--- src/design/multi_queue_byte_fifo_bank_top_defines.svh ---
// Assertion helpers shared by the RTL.
`ifndef MULTI_QUEUE_BYTE_FIFO_BANK_TOP_DEFINES_SVH
`define MULTI_QUEUE_BYTE_FIFO_BANK_TOP_DEFINES_SVH

// Same-cycle implication, checked while out of reset.
`define MQFB_ASSERT_IMP(label, ante, cons) \
  label: assert property (@(posedge clk_i) disable iff (!rst_ni) (ante) |-> (cons)) \
    else $error("mqfb: same-cycle check failed");

// Next-cycle implication, checked while out of reset.
`define MQFB_ASSERT_NXT(label, ante, cons) \
  label: assert property (@(posedge clk_i) disable iff (!rst_ni) (ante) |=> (cons)) \
    else $error("mqfb: next-cycle check failed");

`endif

--- src/design/mqfb_pkg.sv ---
package mqfb_pkg;

  localparam int unsigned QUEUE_DEPTH = 128;
  localparam int unsigned MAX_QUEUES  = 16;
  localparam int unsigned CMDQ_DEPTH  = 2;

  localparam int unsigned QIDX_W = (MAX_QUEUES > 1) ? $clog2(MAX_QUEUES) : 1;
  localparam int unsigned PTR_W  = $clog2(QUEUE_DEPTH);
  localparam int unsigned CNT_W  = $clog2(QUEUE_DEPTH + 1);
  localparam int unsigned SUM_W  = PTR_W + 1;
  localparam int unsigned TOT_W  = $clog2(MAX_QUEUES + 1);
  localparam int unsigned CMP_W  = (TOT_W > 5) ? TOT_W : 5;
  localparam int unsigned ADDR_W = $clog2(MAX_QUEUES * QUEUE_DEPTH);
  localparam int unsigned STORE_DEPTH = MAX_QUEUES * QUEUE_DEPTH;
  localparam int unsigned CQP_W  = $clog2(CMDQ_DEPTH);
  localparam int unsigned CQC_W  = $clog2(CMDQ_DEPTH + 1);

  typedef logic [QIDX_W-1:0] qidx_t;
  typedef logic [PTR_W-1:0]  ptr_t;
  typedef logic [CNT_W-1:0]  cnt_t;
  typedef logic [SUM_W-1:0]  sum_t;
  typedef logic [TOT_W-1:0]  total_t;
  typedef logic [CMP_W-1:0]  cmp_t;
  typedef logic [ADDR_W-1:0] addr_t;
  typedef logic [CQP_W-1:0]  cqptr_t;
  typedef logic [CQC_W-1:0]  cqcnt_t;

  typedef enum logic [1:0] {
    REQ_CREATE  = 2'd0,
    REQ_ENQUEUE = 2'd1,
    REQ_DEQUEUE = 2'd2,
    REQ_UNUSED  = 2'd3
  } req_type_e;

  typedef enum logic [2:0] {
    ST_OK      = 3'd0,
    ST_FULL    = 3'd1,
    ST_EMPTY   = 3'd2,
    ST_NOQUEUE = 3'd3,
    ST_NOLEFT  = 3'd4
  } status_e;

  // Work left for the back end after classification.
  typedef enum logic [1:0] {
    OP_DONE    = 2'd0,
    OP_ENQUEUE = 2'd1,
    OP_DEQUEUE = 2'd2
  } op_e;

  typedef enum logic {
    BK_IDLE = 1'b0,
    BK_READ = 1'b1
  } back_state_e;

  typedef struct packed {
    logic [1:0] req_type;
    logic [4:0] queue_id;
    logic [7:0] data_in;
  } req_t;

  typedef struct packed {
    logic [7:0] data_out;
    status_e    status;
    logic [4:0] active_queues;
  } rsp_t;

  typedef struct packed {
    op_e        op;
    status_e    status;
    qidx_t      qidx;
    logic [7:0] data;
    logic [4:0] active;
  } cmd_t;

endpackage

--- src/design/mqfb_front.sv ---
module mqfb_front (
  input  logic            clk_i,
  input  logic            rst_ni,
  input  logic            accept_i,
  input  mqfb_pkg::req_t  req_i,
  output mqfb_pkg::cmd_t  cmd_o
);

  mqfb_pkg::total_t total_q, total_d;
  logic             id_ok;

  // A queue number is valid from one up to the current total.
  assign id_ok = (req_i.queue_id != 5'd0) &&
                 (mqfb_pkg::cmp_t'(req_i.queue_id) <= mqfb_pkg::cmp_t'(total_q));

  always_comb begin
    total_d       = total_q;
    cmd_o.op      = mqfb_pkg::OP_DONE;
    cmd_o.status  = mqfb_pkg::ST_OK;
    cmd_o.qidx    = mqfb_pkg::qidx_t'(req_i.queue_id - 5'd1);
    cmd_o.data    = req_i.data_in;
    unique case (mqfb_pkg::req_type_e'(req_i.req_type))
      mqfb_pkg::REQ_CREATE: begin
        if (total_q < mqfb_pkg::total_t'(mqfb_pkg::MAX_QUEUES)) begin
          total_d = total_q + mqfb_pkg::total_t'(1);
        end else begin
          cmd_o.status = mqfb_pkg::ST_NOLEFT;
        end
      end
      mqfb_pkg::REQ_ENQUEUE: begin
        if (id_ok) begin
          cmd_o.op = mqfb_pkg::OP_ENQUEUE;
        end else begin
          cmd_o.status = mqfb_pkg::ST_NOQUEUE;
        end
      end
      mqfb_pkg::REQ_DEQUEUE: begin
        if (id_ok) begin
          cmd_o.op = mqfb_pkg::OP_DEQUEUE;
        end else begin
          cmd_o.status = mqfb_pkg::ST_NOQUEUE;
        end
      end
      default: begin
        cmd_o.status = mqfb_pkg::ST_OK;
      end
    endcase
    cmd_o.active = 5'(total_d);
  end

  always_ff @(posedge clk_i or negedge rst_ni) begin
    if (!rst_ni) begin
      total_q <= mqfb_pkg::total_t'(1);
    end else if (accept_i) begin
      total_q <= total_d;
    end
  end

endmodule

--- config.mk ---
export PLATFORM = sky130hd
export DESIGN_NAME = mqfb_front
export DESIGN_NICKNAME = d
export VERILOG_FILES = /design/src/design/multi_queue_byte_fifo_bank_top_defines.svh /design/src/design/mqfb_pkg.sv /design/src/design/mqfb_front.sv
export SDC_FILE = /design/constraint.sdc
export NUM_CORES = 1
export LEC_CHECK = 0
export ABC_AREA = 1
export BUFFER_PORTS_ARGS = -buffer_cell sky130_fd_sc_hd__clkbuf_2
export CAP_MARGIN = 5
export CORE_MARGIN = 2
export CORE_UTILIZATION = 38
export DETAILED_ROUTE_END_ITERATION = 10
export HOLD_SLACK_MARGIN = 0.05
export PLACE_DENSITY = 0.79
export SLEW_MARGIN = 25
export SYNTH_ARGS = -nofsm -noshare
export SYNTH_HDL_FRONTEND = slang
export SYNTH_SLANG_ARGS = --single-unit
export TNS_END_PERCENT = 100
--- constraint.sdc ---
create_clock -name clk_i -period 1.46 [get_ports clk_i]
set_input_delay 0.146 -clock clk_i [delete_from_list [all_inputs] [get_ports clk_i]]
set_output_delay 0.146 -clock clk_i [all_outputs]
set_load 0.1 [all_outputs]
Yosys cells after proc, flatten, opt, wreduce, memory -nomap -nowiden
Index checks and enable logic that the tools add are counted.
{"block": "classes", "addsub": 2, "multipliers": 0, "div": 0, "n_lt_le_gt_ge": 2, "n_eq_ne": 2, "n_shift": 0, "n_mux": 8, "n_bitwise": 0, "n_reduce_logical": 4}
{"cell": "2-to-1 mux 5 bit", "count": 2}
{"cell": "one-hot mux 3 bit (2 select lines)", "count": 1}
{"cell": "adder 5 x 1 -> 5 bit, second input constant", "count": 1}
{"cell": "less-or-equal comparator 5 bit", "count": 1}
{"cell": "< comparator 5 bit, second input constant", "count": 1}
{"cell": "nonzero test 5 bit", "count": 1}
{"cell": "2-to-1 mux 2 bit", "count": 2}
{"cell": "one-hot mux 2 bit (2 select lines)", "count": 1}
{"cell": "subtractor 4 x 1 -> 4 bit, second input constant", "count": 1}
{"cell": "2-to-1 mux 3 bit", "count": 1}
{"cell": "equality test 2 x 1 -> 1 bit, second input constant", "count": 1}
{"cell": "equality test 2 bit, second input constant", "count": 1}
{"cell": "logical NOT 2 bit", "count": 1}
{"cell": "OR reduction 2 bit", "count": 1}
{"cell": "logical AND 1 bit", "count": 1}
{"cell": "2-to-1 mux 1 bit", "count": 1}
{"block": "word_totals", "register_bits": 5, "latchBits": 0, "ram_bits": 0, "romBits": 0, "in_bits": 18, "out_inout_bits": 22, "wordCells": 19, "n_memories": 0}

Depth between registers and ports, before layout
{"block": "logic_depth", "depth_word": 4, "depth_mapped": 9, "depth_no_buf": 9}

Worst setup path after synthesis
Ideal clock, no wire load.
{"block": "synth_path", "path_type": "input to output", "from": "in req_i[8] (netlist bit)", "to": "out cmd_o[18] (netlist bit)", "arrival_ps": 3286, "required_time_ps": 1314, "slack_ps": -1972, "stages": 6, "path_buffers": 1, "path_cell_list": "inv_1 > ha_1 > nand2_1 > nand2_1 > a21oi_1 > buf_4"}
{"element": "start: declaration", "line_no": "mqfb_front.sv:5", "source": "input mqfb_pkg::req_t req_i,"}
{"element": "end: declaration", "line_no": "mqfb_front.sv:6", "source": "output mqfb_pkg::cmd_t cmd_o"}

==> impl_metrics.ini <==
[route]
wl_per_cell_um = 17.4
drt_iter0_markers = 14
viasPerCell = 5.04
ant_nets = 0
drc = 0
drt-total-wl_um = 2910
via_count = 841
dr.pass1.iters = 5

[sta]
rsz0062_at_grt = true
relSlewSlack_pct = 62.4
worstMarginPinSlew_ns = 0.567
max_freq_ghz = 0.514
setup_tns_ns = -3.19
fin_crit_ns = 1.94
worst_slack_ns = -0.484
hold_viol_final = 0
holdWs_ns = 0.185
fin_skew_ns = 0.000399
period_share_pct = 133
final-setup-viol-count = 10
drv_slew = 0

[yosys]
muxShareOfSynthArea_pct = 0
synth_area_um2 = 676
syn_area_per_cell_um2 = 7.04
synth_fa_ha_area_share_pct = 22.2
yosysTopAreaCell = ha_1
yosysSeqAreaShare_pct = 18.7
syn_inst = 96
synth_compound_area_share_pct = 8.52
synthTopCellsByArea = ha_1 (22%), dfrtp_1 (15%), nand2_1 (13%)
synthXorXnorAreaFrac_pct = 5.00
synthSimpleGateAreaFrac_pct = 24.4
synth_top_area_share_pct = 22.2
synth_fp_nets = 126
ys_warn_count = 0
ys_ff_latch = 5
yosysUniqueCellTypes = 21
synth_top_family_by_area = simple AND/OR/NAND/NOR gates

[global_route]
gr-total-overflow = 0
use_met1_pct = 29.5
grt_start_max_net_pins = 8
met2_usage_pct = 54.4
grt_usage_pct = 30.0
grt_antenna_before_repair = 0
use_met3_pct = 9.80
grt_pass1_vias = 918
gr-max-usage-layer = met2
grt_pass1_wl_um = 4400

[run]
cap_violations = 0

[floorplan]
core_um2 = 1710
io_pins = 40
die_h_um = 46.2
fp.dieArea_um2 = 2130
fp.dieW_um = 46.2
start_util_pct = 39.6
num_rows = 15

[final_layout]
largest_register_ffs = 5
stdcell_count = 167
top_regs = total_q (5)
multi_input_area_um2 = 678
regArea_um2 = 126
fin_nets = 173
fillerInstances = 71
num_antenna_cells = 0
top_register = total_q
area_growth_pct = 123
drive_gt1_share_pct = 69.7

[power_and_ir_drop]
p_total_mw = 1.74
powerDensity_nw_per_um2 = 1160
leakage_nw = 0.718
vdd_drop_max_mv = 0.964

[clocking]
htreeDepth = 1
cts_tree = done
path_clk_slew_ns = 0.05
cts_buffers = 3
cts-root-buf = clkbuf_4
clock_path_buffers = 2
clk-insertion-delay-late_ns = 0.26
cts.sinks = 5

[critical_path]
cp_max_fo = 2
required_ns = 1.31
crit_type = reg -> out
critPathLaunchType = flip-flop
reg2reg_depth = 9
cp.arrival_ns = 1.80
cp-end-kind = primary output

[run_status]
violations = negative setup slack
status = finished with violations

[place]
post-dp-hpwl_um = 1530
place_congestion = 0.800
dp_cells = 150
place_ws_ns = -0.234
port_buffers = 23

[worst_hold_path]
holdCritPathClass = in -> reg
hold_depth = 2
[repair_timing]
item                       CTS  global route
setup buffers               18             9
hold endpoints to repair     5             0
hold buffers                 1             0
setup endpoints to repair    9            11
resized for setup           33            19
gates cloned                 0             0
pin swaps                   17            10
[synthesized netlist by cell type (all sizes together)]
cell,number
xor2,2
nand2,24
a21oi,4
buf,9
nand3,4
dfrtp,4
o21ai,6
inv,20
ha,12
dfstp,1
and2,1
nor3,1
xnor2,1
nor2,7
[routing by layer]
layer | part of all wire [%] | routed length (um) | up-vias
li1 | - | - | 375
met1 | 37 | 1080 | 405
met2 | 54 | 1570 | 45
met3 | 4.8 | 140 | 16
met4 | 4.2 | 121 | 0
met5 | 0 | 0 | -
[power breakdown]
group          total [mW]  internal (mW)  switching, mW  leakage, nW
Sequential          0.202          0.171         0.0315       0.0639
Clock               0.180          0.105         0.0752       0.0150
Combinational        1.36          0.571          0.790        0.639
Total                1.74          0.846          0.897        0.718
[cells by family after synthesis]
| kind of cell | after synthesis |
|---|---|
| flip-flops | 5 |
| adder cells (fa/ha/maj) | 12 |
| buffers and inverters | 29 |
| AND/OR/NAND/NOR | 37 |
| XOR/XNOR | 3 |
| AO/OA/AOI/OAI | 10 |
[final timing paths]
| check | end | start | slack (ns) |
|---|---|---|---|
| setup / recovery | cmd_o[17] | total_q[4] | -0.48 |
| hold / removal | total_q[3] | accept_i | 0.19 |
| hold reg to reg | total_q[0] | total_q[0] | 0.70 |
| setup reg to reg | total_q[3] | total_q[0] | -0.05 |
| min in group asynchronous | total_q[2] | rst_ni | 0.26 |
| max in group asynchronous | total_q[0] | rst_ni | 0.97 |
[through the flow]
step	instance area, um2	utilization (%)
3_5_place_dp	1170	68.6
3_3_place_gp	1170	68.6
5_1_grt	1500	88.1
2_1_floorplan	798	-
6_report	1500	88.1
4_1_cts	1450	85.1
[final cells by class]
type	count	share of cell area (%)
Multi-Input combinational cell	62	45.1
Tap cell	25	2.08
Timing Repair Buffer	51	36.8
Sequential cell	5	8.40
Inverter	20	5.91
Clock buffer	4	1.75
[placed cells by master (no fill, tap or decap), types with 3 or more instances in the layout]
cell,Yosys,final
buf_12,0,13
buf_4,9,19
buf_6,0,8
clkbuf_2,0,10
clkbuf_4,0,3
clkinvlp_4,0,3
dfrtp_1,4,4
ha_1,12,6
ha_4,0,6
inv_1,18,10
inv_2,2,6
nand2_1,23,13
nand2_4,0,9
nor2_4,1,5
[worst max-delay path: stages (launching register included)]
cell and delay [ns]:
dfrtp_1 0.39, inv_2 0.08, ha_4 0.29, nand2_4 0.06
nor2_4 0.09, nand2_1 0.07, nand3_2 0.08, nand2_4 0.07
a21oi_4 0.20, buf_12 0.20
Note: power is estimated with default switching activity, not from simulation.
