==> config.mk <==
export PLATFORM = sky130hd
export DESIGN_NAME = mqfb_cmd_fifo
export DESIGN_NICKNAME = d
export VERILOG_FILES = /design/src/design/multi_queue_byte_fifo_bank_top_defines.svh /design/src/design/mqfb_pkg.sv /design/src/design/mqfb_cmd_fifo.sv
export SDC_FILE = /design/constraint.sdc
export NUM_CORES = 1
export LEC_CHECK = 0
export ABC_AREA = 1
export BUFFER_PORTS_ARGS = -buffer_cell sky130_fd_sc_hd__buf_2
export CAP_MARGIN = 30
export CORE_UTILIZATION = 48
export CTS_BUF_LIST = sky130_fd_sc_hd__clkbuf_2 sky130_fd_sc_hd__clkbuf_4 sky130_fd_sc_hd__clkbuf_8
export CTS_CLUSTER_SIZE = 20
export DETAILED_ROUTE_END_ITERATION = 16
export HOLD_SLACK_MARGIN = 0.08
export PLACE_DENSITY_LB_ADDON = 0.05
export SLEW_MARGIN = 20
export SYNTH_ARGS = -nofsm -noshare
export SYNTH_HDL_FRONTEND = slang
export SYNTH_SLANG_ARGS = --single-unit
==> constraint.sdc <==
create_clock -name clk_i -period 1.9 [get_ports clk_i]
set_clock_uncertainty 0.1 [all_clocks]
set_input_delay 0.19 -clock clk_i [delete_from_list [all_inputs] [get_ports clk_i]]
set_output_delay 0.19 -clock clk_i [all_outputs]
set_load 0.005 [all_outputs]
==> src/design/multi_queue_byte_fifo_bank_top_defines.svh <==
// Assertion helpers shared by the RTL.
`ifndef MULTI_QUEUE_BYTE_FIFO_BANK_TOP_DEFINES_SVH
`define MULTI_QUEUE_BYTE_FIFO_BANK_TOP_DEFINES_SVH

// Same-cycle implication, checked while out of reset.
`define MQFB_ASSERT_IMP(label, ante, cons) \
  label: assert property (@(posedge clk_i) disable iff (!rst_ni) (ante) |-> (cons)) \
    else $error("mqfb: same-cycle check failed");

// Next-cycle implication, checked while out of reset.
`define MQFB_ASSERT_NXT(label, ante, cons) \
  label: assert property (@(posedge clk_i) disable iff (!rst_ni) (ante) |=> (cons)) \
    else $error("mqfb: next-cycle check failed");

`endif

==> src/design/mqfb_pkg.sv <==
package mqfb_pkg;

  localparam int unsigned QUEUE_DEPTH = 128;
  localparam int unsigned MAX_QUEUES  = 16;
  localparam int unsigned CMDQ_DEPTH  = 2;

  localparam int unsigned QIDX_W = (MAX_QUEUES > 1) ? $clog2(MAX_QUEUES) : 1;
  localparam int unsigned PTR_W  = $clog2(QUEUE_DEPTH);
  localparam int unsigned CNT_W  = $clog2(QUEUE_DEPTH + 1);
  localparam int unsigned SUM_W  = PTR_W + 1;
  localparam int unsigned TOT_W  = $clog2(MAX_QUEUES + 1);
  localparam int unsigned CMP_W  = (TOT_W > 5) ? TOT_W : 5;
  localparam int unsigned ADDR_W = $clog2(MAX_QUEUES * QUEUE_DEPTH);
  localparam int unsigned STORE_DEPTH = MAX_QUEUES * QUEUE_DEPTH;
  localparam int unsigned CQP_W  = $clog2(CMDQ_DEPTH);
  localparam int unsigned CQC_W  = $clog2(CMDQ_DEPTH + 1);

  typedef logic [QIDX_W-1:0] qidx_t;
  typedef logic [PTR_W-1:0]  ptr_t;
  typedef logic [CNT_W-1:0]  cnt_t;
  typedef logic [SUM_W-1:0]  sum_t;
  typedef logic [TOT_W-1:0]  total_t;
  typedef logic [CMP_W-1:0]  cmp_t;
  typedef logic [ADDR_W-1:0] addr_t;
  typedef logic [CQP_W-1:0]  cqptr_t;
  typedef logic [CQC_W-1:0]  cqcnt_t;

  typedef enum logic [1:0] {
    REQ_CREATE  = 2'd0,
    REQ_ENQUEUE = 2'd1,
    REQ_DEQUEUE = 2'd2,
    REQ_UNUSED  = 2'd3
  } req_type_e;

  typedef enum logic [2:0] {
    ST_OK      = 3'd0,
    ST_FULL    = 3'd1,
    ST_EMPTY   = 3'd2,
    ST_NOQUEUE = 3'd3,
    ST_NOLEFT  = 3'd4
  } status_e;

  // Work left for the back end after classification.
  typedef enum logic [1:0] {
    OP_DONE    = 2'd0,
    OP_ENQUEUE = 2'd1,
    OP_DEQUEUE = 2'd2
  } op_e;

  typedef enum logic {
    BK_IDLE = 1'b0,
    BK_READ = 1'b1
  } back_state_e;

  typedef struct packed {
    logic [1:0] req_type;
    logic [4:0] queue_id;
    logic [7:0] data_in;
  } req_t;

  typedef struct packed {
    logic [7:0] data_out;
    status_e    status;
    logic [4:0] active_queues;
  } rsp_t;

  typedef struct packed {
    op_e        op;
    status_e    status;
    qidx_t      qidx;
    logic [7:0] data;
    logic [4:0] active;
  } cmd_t;

endpackage

==> src/design/mqfb_cmd_fifo.sv <==
module mqfb_cmd_fifo (
  input  logic           clk_i,
  input  logic           rst_ni,
  input  logic           push_i,
  input  mqfb_pkg::cmd_t push_data_i,
  input  logic           pop_i,
  output mqfb_pkg::cmd_t pop_data_o,
  output logic           full_o,
  output logic           empty_o
);

  mqfb_pkg::cmd_t   entry_q [mqfb_pkg::CMDQ_DEPTH];
  mqfb_pkg::cqptr_t wr_ptr_q, rd_ptr_q;
  mqfb_pkg::cqcnt_t count_q;

  function automatic mqfb_pkg::cqptr_t ptr_inc(input mqfb_pkg::cqptr_t p);
    if (p == mqfb_pkg::cqptr_t'(mqfb_pkg::CMDQ_DEPTH - 1)) begin
      return '0;
    end
    return p + mqfb_pkg::cqptr_t'(1);
  endfunction

  assign full_o     = (count_q == mqfb_pkg::cqcnt_t'(mqfb_pkg::CMDQ_DEPTH));
  assign empty_o    = (count_q == '0);
  assign pop_data_o = entry_q[rd_ptr_q];

  always_ff @(posedge clk_i) begin
    if (push_i) begin
      entry_q[wr_ptr_q] <= push_data_i;
    end
  end

  always_ff @(posedge clk_i or negedge rst_ni) begin
    if (!rst_ni) begin
      wr_ptr_q <= '0;
      rd_ptr_q <= '0;
      count_q  <= '0;
    end else begin
      if (push_i) begin
        wr_ptr_q <= ptr_inc(wr_ptr_q);
      end
      if (pop_i) begin
        rd_ptr_q <= ptr_inc(rd_ptr_q);
      end
      if (push_i && !pop_i) begin
        count_q <= count_q + mqfb_pkg::cqcnt_t'(1);
      end else if (pop_i && !push_i) begin
        count_q <= count_q - mqfb_pkg::cqcnt_t'(1);
      end
    end
  end

endmodule

=== After elaboration in Yosys (flattened, before gate mapping) ===
Memory sizes are Yosys's and may differ from the RTL's.
Cells that the tools add are included.

* Add/sub/neg operators: 4
* Multiply operators: 0
* Divide/modulo/power cells: 0
* $lt $le $gt $ge: 0
* Equal/unequal tests: 1
* Shifts and indexed selects: 0
* Muxes and demuxes: 12
* Bitwise operators: 0
* Reductions and logical operators: 6

{| class="wikitable"
|+ Operator list
! kind !! count
|-
| 2-to-1 mux 1 bit || 10
|-
| 2-to-1 mux 2 bit || 2
|-
| adder 1 bit (second input constant) || 2
|-
| adder 2 x 1 -> 2 bit (second input constant) || 1
|-
| == test 2 bit (second input constant) || 1
|-
| logical AND 1 bit || 2
|-
| zero test 1 bit || 2
|-
| zero test 2 bit || 1
|-
| nonzero test 2 bit || 1
|-
| subtractor 2 x 1 -> 2 bit (second input constant) || 1
|}

* Bits in registers: 4
* Latch bits: 0
* Bits in writable memories: 44
* Memory bits (read-only): 0
* Input bits: 26
* Logic and storage cells: 27
* Memories: 1

{| class="wikitable"
|+ Memories
! memory !! depth !! width !! read ports !! clocked after memory_dff !! write ports !! line !! RTL
|-
| entry_q || 2 || 22 || 1 || 0 || 1 || mqfb_cmd_fifo.sv:12 || <nowiki>mqfb_pkg::cmd_t entry_q [mqfb_pkg::CMDQ_DEPTH];</nowiki>
|}

=== Logic depth before layout (Yosys ltp) ===
Gate-level depths: netlist of the first run.

* Depth in word-level cells: 4
* Depth in mapped cells: 7
* Gate-level depth less buffers: 7

=== Worst setup path before layout of the first run ===
No wires, ideal clock.

* Path kind: reg-to-reg
* Start point: register wr_ptr_q
* End point: memory entry_q[0][0] (netlist bit) (enable)
* Setup time: 0.401 ns
* Arrival time: 1.351 ns
* Data required time: 1.399 ns
* Setup slack: 0.048 ns
* Cell stages (with the launch flop): 2
* Path buffers: 0
* Period minus slack after synthesis: 1.852 ns
* Cells stage by stage: dfrtp_1 nor2_1

{| class="wikitable"
|+ RTL lines
! what !! line !! RTL
|-
| start: declaration || mqfb_cmd_fifo.sv:13 || <nowiki>mqfb_pkg::cqptr_t wr_ptr_q, rd_ptr_q;</nowiki>
|-
| start signal: assignment || mqfb_cmd_fifo.sv:40 || <nowiki>wr_ptr_q <= ptr_inc(wr_ptr_q);</nowiki>
|-
| end: declaration || mqfb_cmd_fifo.sv:12 ||
|}

No word-level cell before the write port.

==> results of run 1 <==
cell usage after synthesis:
cell type | n | area (µm²)
nand3_1 | 1 | 5.00
dfrtp_1 | 4 | 100
edfxtp_1 | 44 | 1320
nand4_1 | 1 | 6.26
inv_1 | 7 | 26.3
nand2_1 | 5 | 18.8
xnor2_1 | 1 | 8.76
ha_1 | 1 | 12.5
nor2_1 | 3 | 11.3
buf_6 | 2 | 22.5
xor2_1 | 2 | 17.5
mux2_2 | 22 | 248
cell type report:
cell class | count | area, µm²
tap | 46 | 57.6
multi-input combinational | 36 | 330
timing repair buffer | 80 | 541
fill | 250 | 1000
clock buffer | 5 | 68.8
sequential | 48 | 1420
clock inverter | 3 | 22.5
inverter | 7 | 26.3
path summary, 6_finish.rpt:
kind | endpoint | slack (ps) | cells past startpoint | from
worst max-delay path | pop_data_o[15] | 220 | 3 | rd_ptr_q
worst min-delay path | count_q[0] | 120 | 2 | rst_ni
worst max register to register | entry_q[0][2] | 490 | 2 | wr_ptr_q
worst min register to register | count_q[1] | 410 | 2 | count_q[1]
max in group asynchronous | wr_ptr_q | 1460 | 2 | rst_ni
min in group clk_i | count_q[1] | 410 | 2 | count_q[1]
per-stage QoR:
stage | setup WS [ps] | cell area, µm²
after global placement | 499 | 2130
after detailed placement | 472 | 2130
after floorplan | 47.8 | 1800
after CTS | 194 | 2470
final | 215 | 2470
after global routing | 136 | 2470
cells by family after synthesis:
group / after synthesis / share of synthesized area, %
fa+ha+maj: 1 / 0.696
simple gates: 10 / 2.30
buf+inv: 9 / 2.71
flops: 48 / 79.1
xor+xnor: 3 / 1.46
mux: 22 / 13.8
metal layers:
metal / vias up / wire length [µm] / global-route usage (%) / share of wire (%)
met1: 506 / 1160 / 18.3 / 39
met3: 7 / 140 / 5.62 / 4.8
met5: - / 0 / 0 / 0
met4: 0 / 63 / 8.52 / 2.1
met2: 30 / 1580 / 29.0 / 54
li1: 513 / - / - / -
power by group:
| group | switching [µW] | internal [µW] | total, µW |
|---|---|---|---|
| Sequential | 78.2 | 1410 | 1490 |
| Combinational | 414 | 497 | 911 |
| Clock | 333 | 263 | 596 |
timing repair:
action / 4_1_cts / 5_1_grt
endpoints found under the hold margin: 50 / 0
hold buffers: 25 / 0
resized for setup: 0 / 0
registers in the layout, indices dropped and copies added (netlist names):
register / flops
wr_ptr_q: 1
rd_ptr_q: 1
count_q: 2
entry_q: 44
worst reg2reg max path: stages, from the launching register on:
cell     delay [ps]
dfrtp_1         420
nor2_2          350
buf_4           260
==> results.py, run 1 <==
metrics = {
    "outcome": {
        "status": "finished clean",
    },
    "place": {
        "hpwl_mm": 1.92,
        "gp_congestion": 0.632,
        "portBuffers": 49,
        "dp_cells": 192,
    },
    "setup_path": {
        "cp-start-kind": "flop",
        "path_buf_inv": 2,
        "critPathMaxStageDelay_ps": 370,
        "end_kind": "output port",
        "critPathSlowestCell": "mux2_2",
        "critPathKind": "flop to output port",
        "worstPathRequired_ps": 1610,
        "critical_path.max_fanout": 16,
        "path_cells": "buf_4, mux2_2, buf_2",
        "cp.arrival_ps": 1390,
        "cp_top_family": "buffers and inverters",
    },
    "timing": {
        "drv_slew": 0,
        "finalSetupViolations": 0,
        "hold_slack_ps": 117,
        "worstMarginPinSlew_ps": 391,
        "rsz0062_at_grt": "false",
        "fmax_ghz": 0.594,
        "hold_viol": 0,
        "fin_tns_setup_ps": 0,
        "maxSlewHeadroom_pct": 73.9,
        "final.period_utilization_pct": 88.7,
        "final.min_clock_period_ps": 1680,
    },
    "die": {
        "initial_utilization_pct": 51.8,
        "dieWidth_um": 63.2,
        "io_pins": 50,
        "dieArea_mm2": 0.00399,
        "fp.coreArea_mm2": 0.00347,
        "die_h_um": 63.2,
        "fp-row-count": 21,
    },
    "finish": {
        "diodes": 0,
        "mostFrequentLayoutCells": "49 x buf_2, 44 x edfxtp_1, 25 x dlygate4sd3_1",
        "drive_gt1_share_pct": 48.0,
        "area_growth_pct": 37.2,
        "fin_util_pct": 71.1,
        "final_cells": 225,
        "nets": 205,
        "layout_commonest_cell": "buf_2",
    },
    "global_route": {
        "grt_max_degree": 17,
        "grt_overflow": 0,
        "gr-usage-all-layers_pct": 16.8,
        "grt_pass1_wl_mm": 4.77,
        "grt_pass1_vias": 1053,
        "antenna_found_initial": 0,
    },
    "logic_synthesis": {
        "yosysSeqAreaShare_pct": 79.1,
        "synth_area_per_cell_um2": 19.3,
        "synth_cells": 93,
        "synth_nets": 120,
        "synth-seq-cells": 48,
        "synth_cell_types": 12,
        "synthesis.area_mm2": 0.00180,
        "yosys_warnings": 0,
    },
    "detailed_routing": {
        "first_pass_iters": 4,
        "vias": 1056,
        "drtIter0Drc": 30,
        "post-route-drc-count": 0,
        "vias_per_cell": 4.69,
        "drt-total-wl_mm": 2.95,
        "detail-route-antenna-nets": 0,
        "wl_per_cell_um": 13.1,
    },
    "clock_network": {
        "post_cts_buffers": 0,
        "cts_max_path_buffers": 2,
        "cts_root_buf": "clkbuf_8",
        "cts_tree": "built",
        "clkTransAtPathRegs_ps": 80,
        "cts_num_sinks": 48,
        "h-tree-depth": 2,
        "cts_buffers": 5,
        "clk_latency_ps": 300,
    },
    "flow_run": {
        "drv_cap": 0,
    },
    "min_path": {
        "hold_path.class": "input port to asynchronous set/reset pin",
    },
    "pwr": {
        "power.density_mw_per_mm2": 1210,
        "peakVddDrop_mv": 0.688,
        "total_power_uw": 3000,
        "p_leak_uw": 0.00100,
    },
}
(Power assumes the default switching activity.)
==> inputs of run 2 (changes only) <==
Settings changed: HOLD_SLACK_MARGIN 0.08 to 0.15, SKIP_LAST_GASP set to 1.
==> run 2 against run 1 <==
Compared with the run above: power is 0.17% lower; cell count is 0.44% higher; first-iteration DRC count is 40% lower; critical path type unchanged; setup slack worse by 7.0 ps; via count is 1.0% lower.
==> results.py, run 2 (synthesized netlist as in run 1, its figures left out) <==
metrics = {
    "detailed_routing": {
        "first_pass_iters": 3,
        "vias": 1045,
        "drtIter0Drc": 18,
        "wl_per_cell_um": 13.0,
        "post-route-drc-count": 0,
        "detail-route-antenna-nets": 0,
        "vias_per_cell": 4.62,
        "drt-total-wl_mm": 2.94,
    },
    "global_route": {
        "grt_pass1_vias": 1065,
        "grt_pass1_wl_mm": 4.77,
        "antenna_found_initial": 0,
        "gr-usage-all-layers_pct": 16.8,
        "grt_max_degree": 17,
        "grt_overflow": 0,
    },
    "timing": {
        "worstMarginPinSlew_ps": 384,
        "fin_tns_setup_ps": 0,
        "maxSlewHeadroom_pct": 74.4,
        "finalSetupViolations": 0,
        "rsz0062_at_grt": "false",
        "hold_slack_ps": 413,
        "final.period_utilization_pct": 89.0,
        "drv_slew": 0,
        "fmax_ghz": 0.591,
        "final.min_clock_period_ps": 1690,
        "hold_viol": 0,
    },
    "finish": {
        "layout_commonest_cell": "buf_2",
        "final_cells": 226,
        "largest_reg_flops": 44,
        "regMostFlops": "entry_q",
        "mostFrequentLayoutCells": "49 x buf_2, 44 x edfxtp_1, 26 x dlygate4sd3_1",
        "nets": 206,
        "drive_gt1_share_pct": 47.8,
        "area_growth_pct": 37.8,
        "reg.largest.list": "entry_q (44), count_q (2)",
        "diodes": 0,
    },
    "die": {
        "fp.coreArea_mm2": 0.00347,
        "io_pins": 50,
        "initial_utilization_pct": 51.8,
        "die_h_um": 63.2,
        "fp-row-count": 21,
        "dieArea_mm2": 0.00399,
        "dieWidth_um": 63.2,
    },
    "place": {
        "hpwl_mm": 1.92,
        "portBuffers": 49,
        "dp_cells": 192,
        "gp_congestion": 0.632,
    },
    "clock_network": {
        "cts_root_buf": "clkbuf_8",
        "cts_tree": "built",
        "cts_max_path_buffers": 2,
        "h-tree-depth": 2,
        "cts_num_sinks": 48,
        "clk_latency_ps": 300,
        "cts-resized-gates": 0,
        "cts_buffers": 5,
        "clkTransAtPathRegs_ps": 80,
    },
    "min_path": {
        "min-delay-start": "count_q[1]",
        "hold_path.class": "flop to flop",
        "hold_depth": 2,
        "whs_endpoint": "count_q[1]",
    },
    "setup_path": {
        "cp.arrival_ps": 1400,
        "critPathKind": "flop to output port",
        "cp-start-kind": "flop",
        "end_kind": "output port",
        "rr_startpoint": "wr_ptr_q",
        "regToRegSetupSlack_ps": 490,
        "critical_path.max_fanout": 16,
        "regToRegEndpoint": "entry_q[0][2]",
        "worstPathRequired_ps": 1610,
        "rr_worst_depth": 2,
    },
    "pwr": {
        "p_leak_uw": 0.00101,
        "power.density_mw_per_mm2": 1210,
        "peakVddDrop_mv": 0.685,
    },
    "flow_run": {
        "drv_cap": 0,
    },
    "outcome": {
        "status": "finished clean",
    },
}
## run 2: cell types whose count changed in the layout (fill, tap and decap cells not counted), sizes merged
cell and delta:
dlygate4sd3 +1
## run 2: how the worst max path moves through the flow
stage                        start        endpoint  slack (ps)  depth (start not counted)
after floorplan           wr_ptr_q   entry_q[0][0]          50                          1
after global placement    wr_ptr_q  entry_q[0][20]         500                          2
after detailed placement  wr_ptr_q   entry_q[0][7]         470                          2
after CTS                 rd_ptr_q  pop_data_o[15]         190                          3
after global routing      rd_ptr_q  pop_data_o[19]         140                          3
final                     rd_ptr_q  pop_data_o[15]         210                          3
## run 2: per-layer routing
metal	up-vias	GRT usage [%]	wire (µm)
met5	-	0	0
met4	0	8.52	59
met3	8	5.62	142
met2	30	29.2	1570
met1	495	18.2	1170
li1	512	-	-
## run 2: power breakdown
group | internal [µW] | switching (µW)
registers | 1410 | 76.9
logic | 498 | 416
clock network | 263 | 326
total | 2170 | 819
## run 2: what timing repair did
action                                 in CTS  in global routing
buffers inserted                            0                  0
hold buffers                               26                  0
endpoints found under the hold margin      50                  0
## run 2: area by class of cell
class / instances / area, µm²
Timing Repair Buffer: 81 / 551
Fill cell: 246 / 991
Sequential cell: 48 / 1420
Inverter: 7 / 26.3
Clock inverter: 3 / 22.5
Multi-Input combinational cell: 36 / 330
Clock buffer: 5 / 68.8
Tap cell: 46 / 57.6
## run 2: per-stage QoR
step           utilization (%)  total power [µW]  setup WS, ps  instance area, µm²
6_report                  71.4              2990           208                2480
3_3_place_gp              61.3              2370           499                2130
3_5_place_dp              61.3              2390           472                2130
4_1_cts                   71.4              3030           194                2480
2_1_floorplan                -              2030          47.8                1800
5_1_grt                   71.4              3160           136                2480
## run 2: worst max-delay path, cell delays in order, from the launching register on
cell and delay [ps]:
dfrtp_1 350, buf_4 250, mux2_2 370, buf_2 130
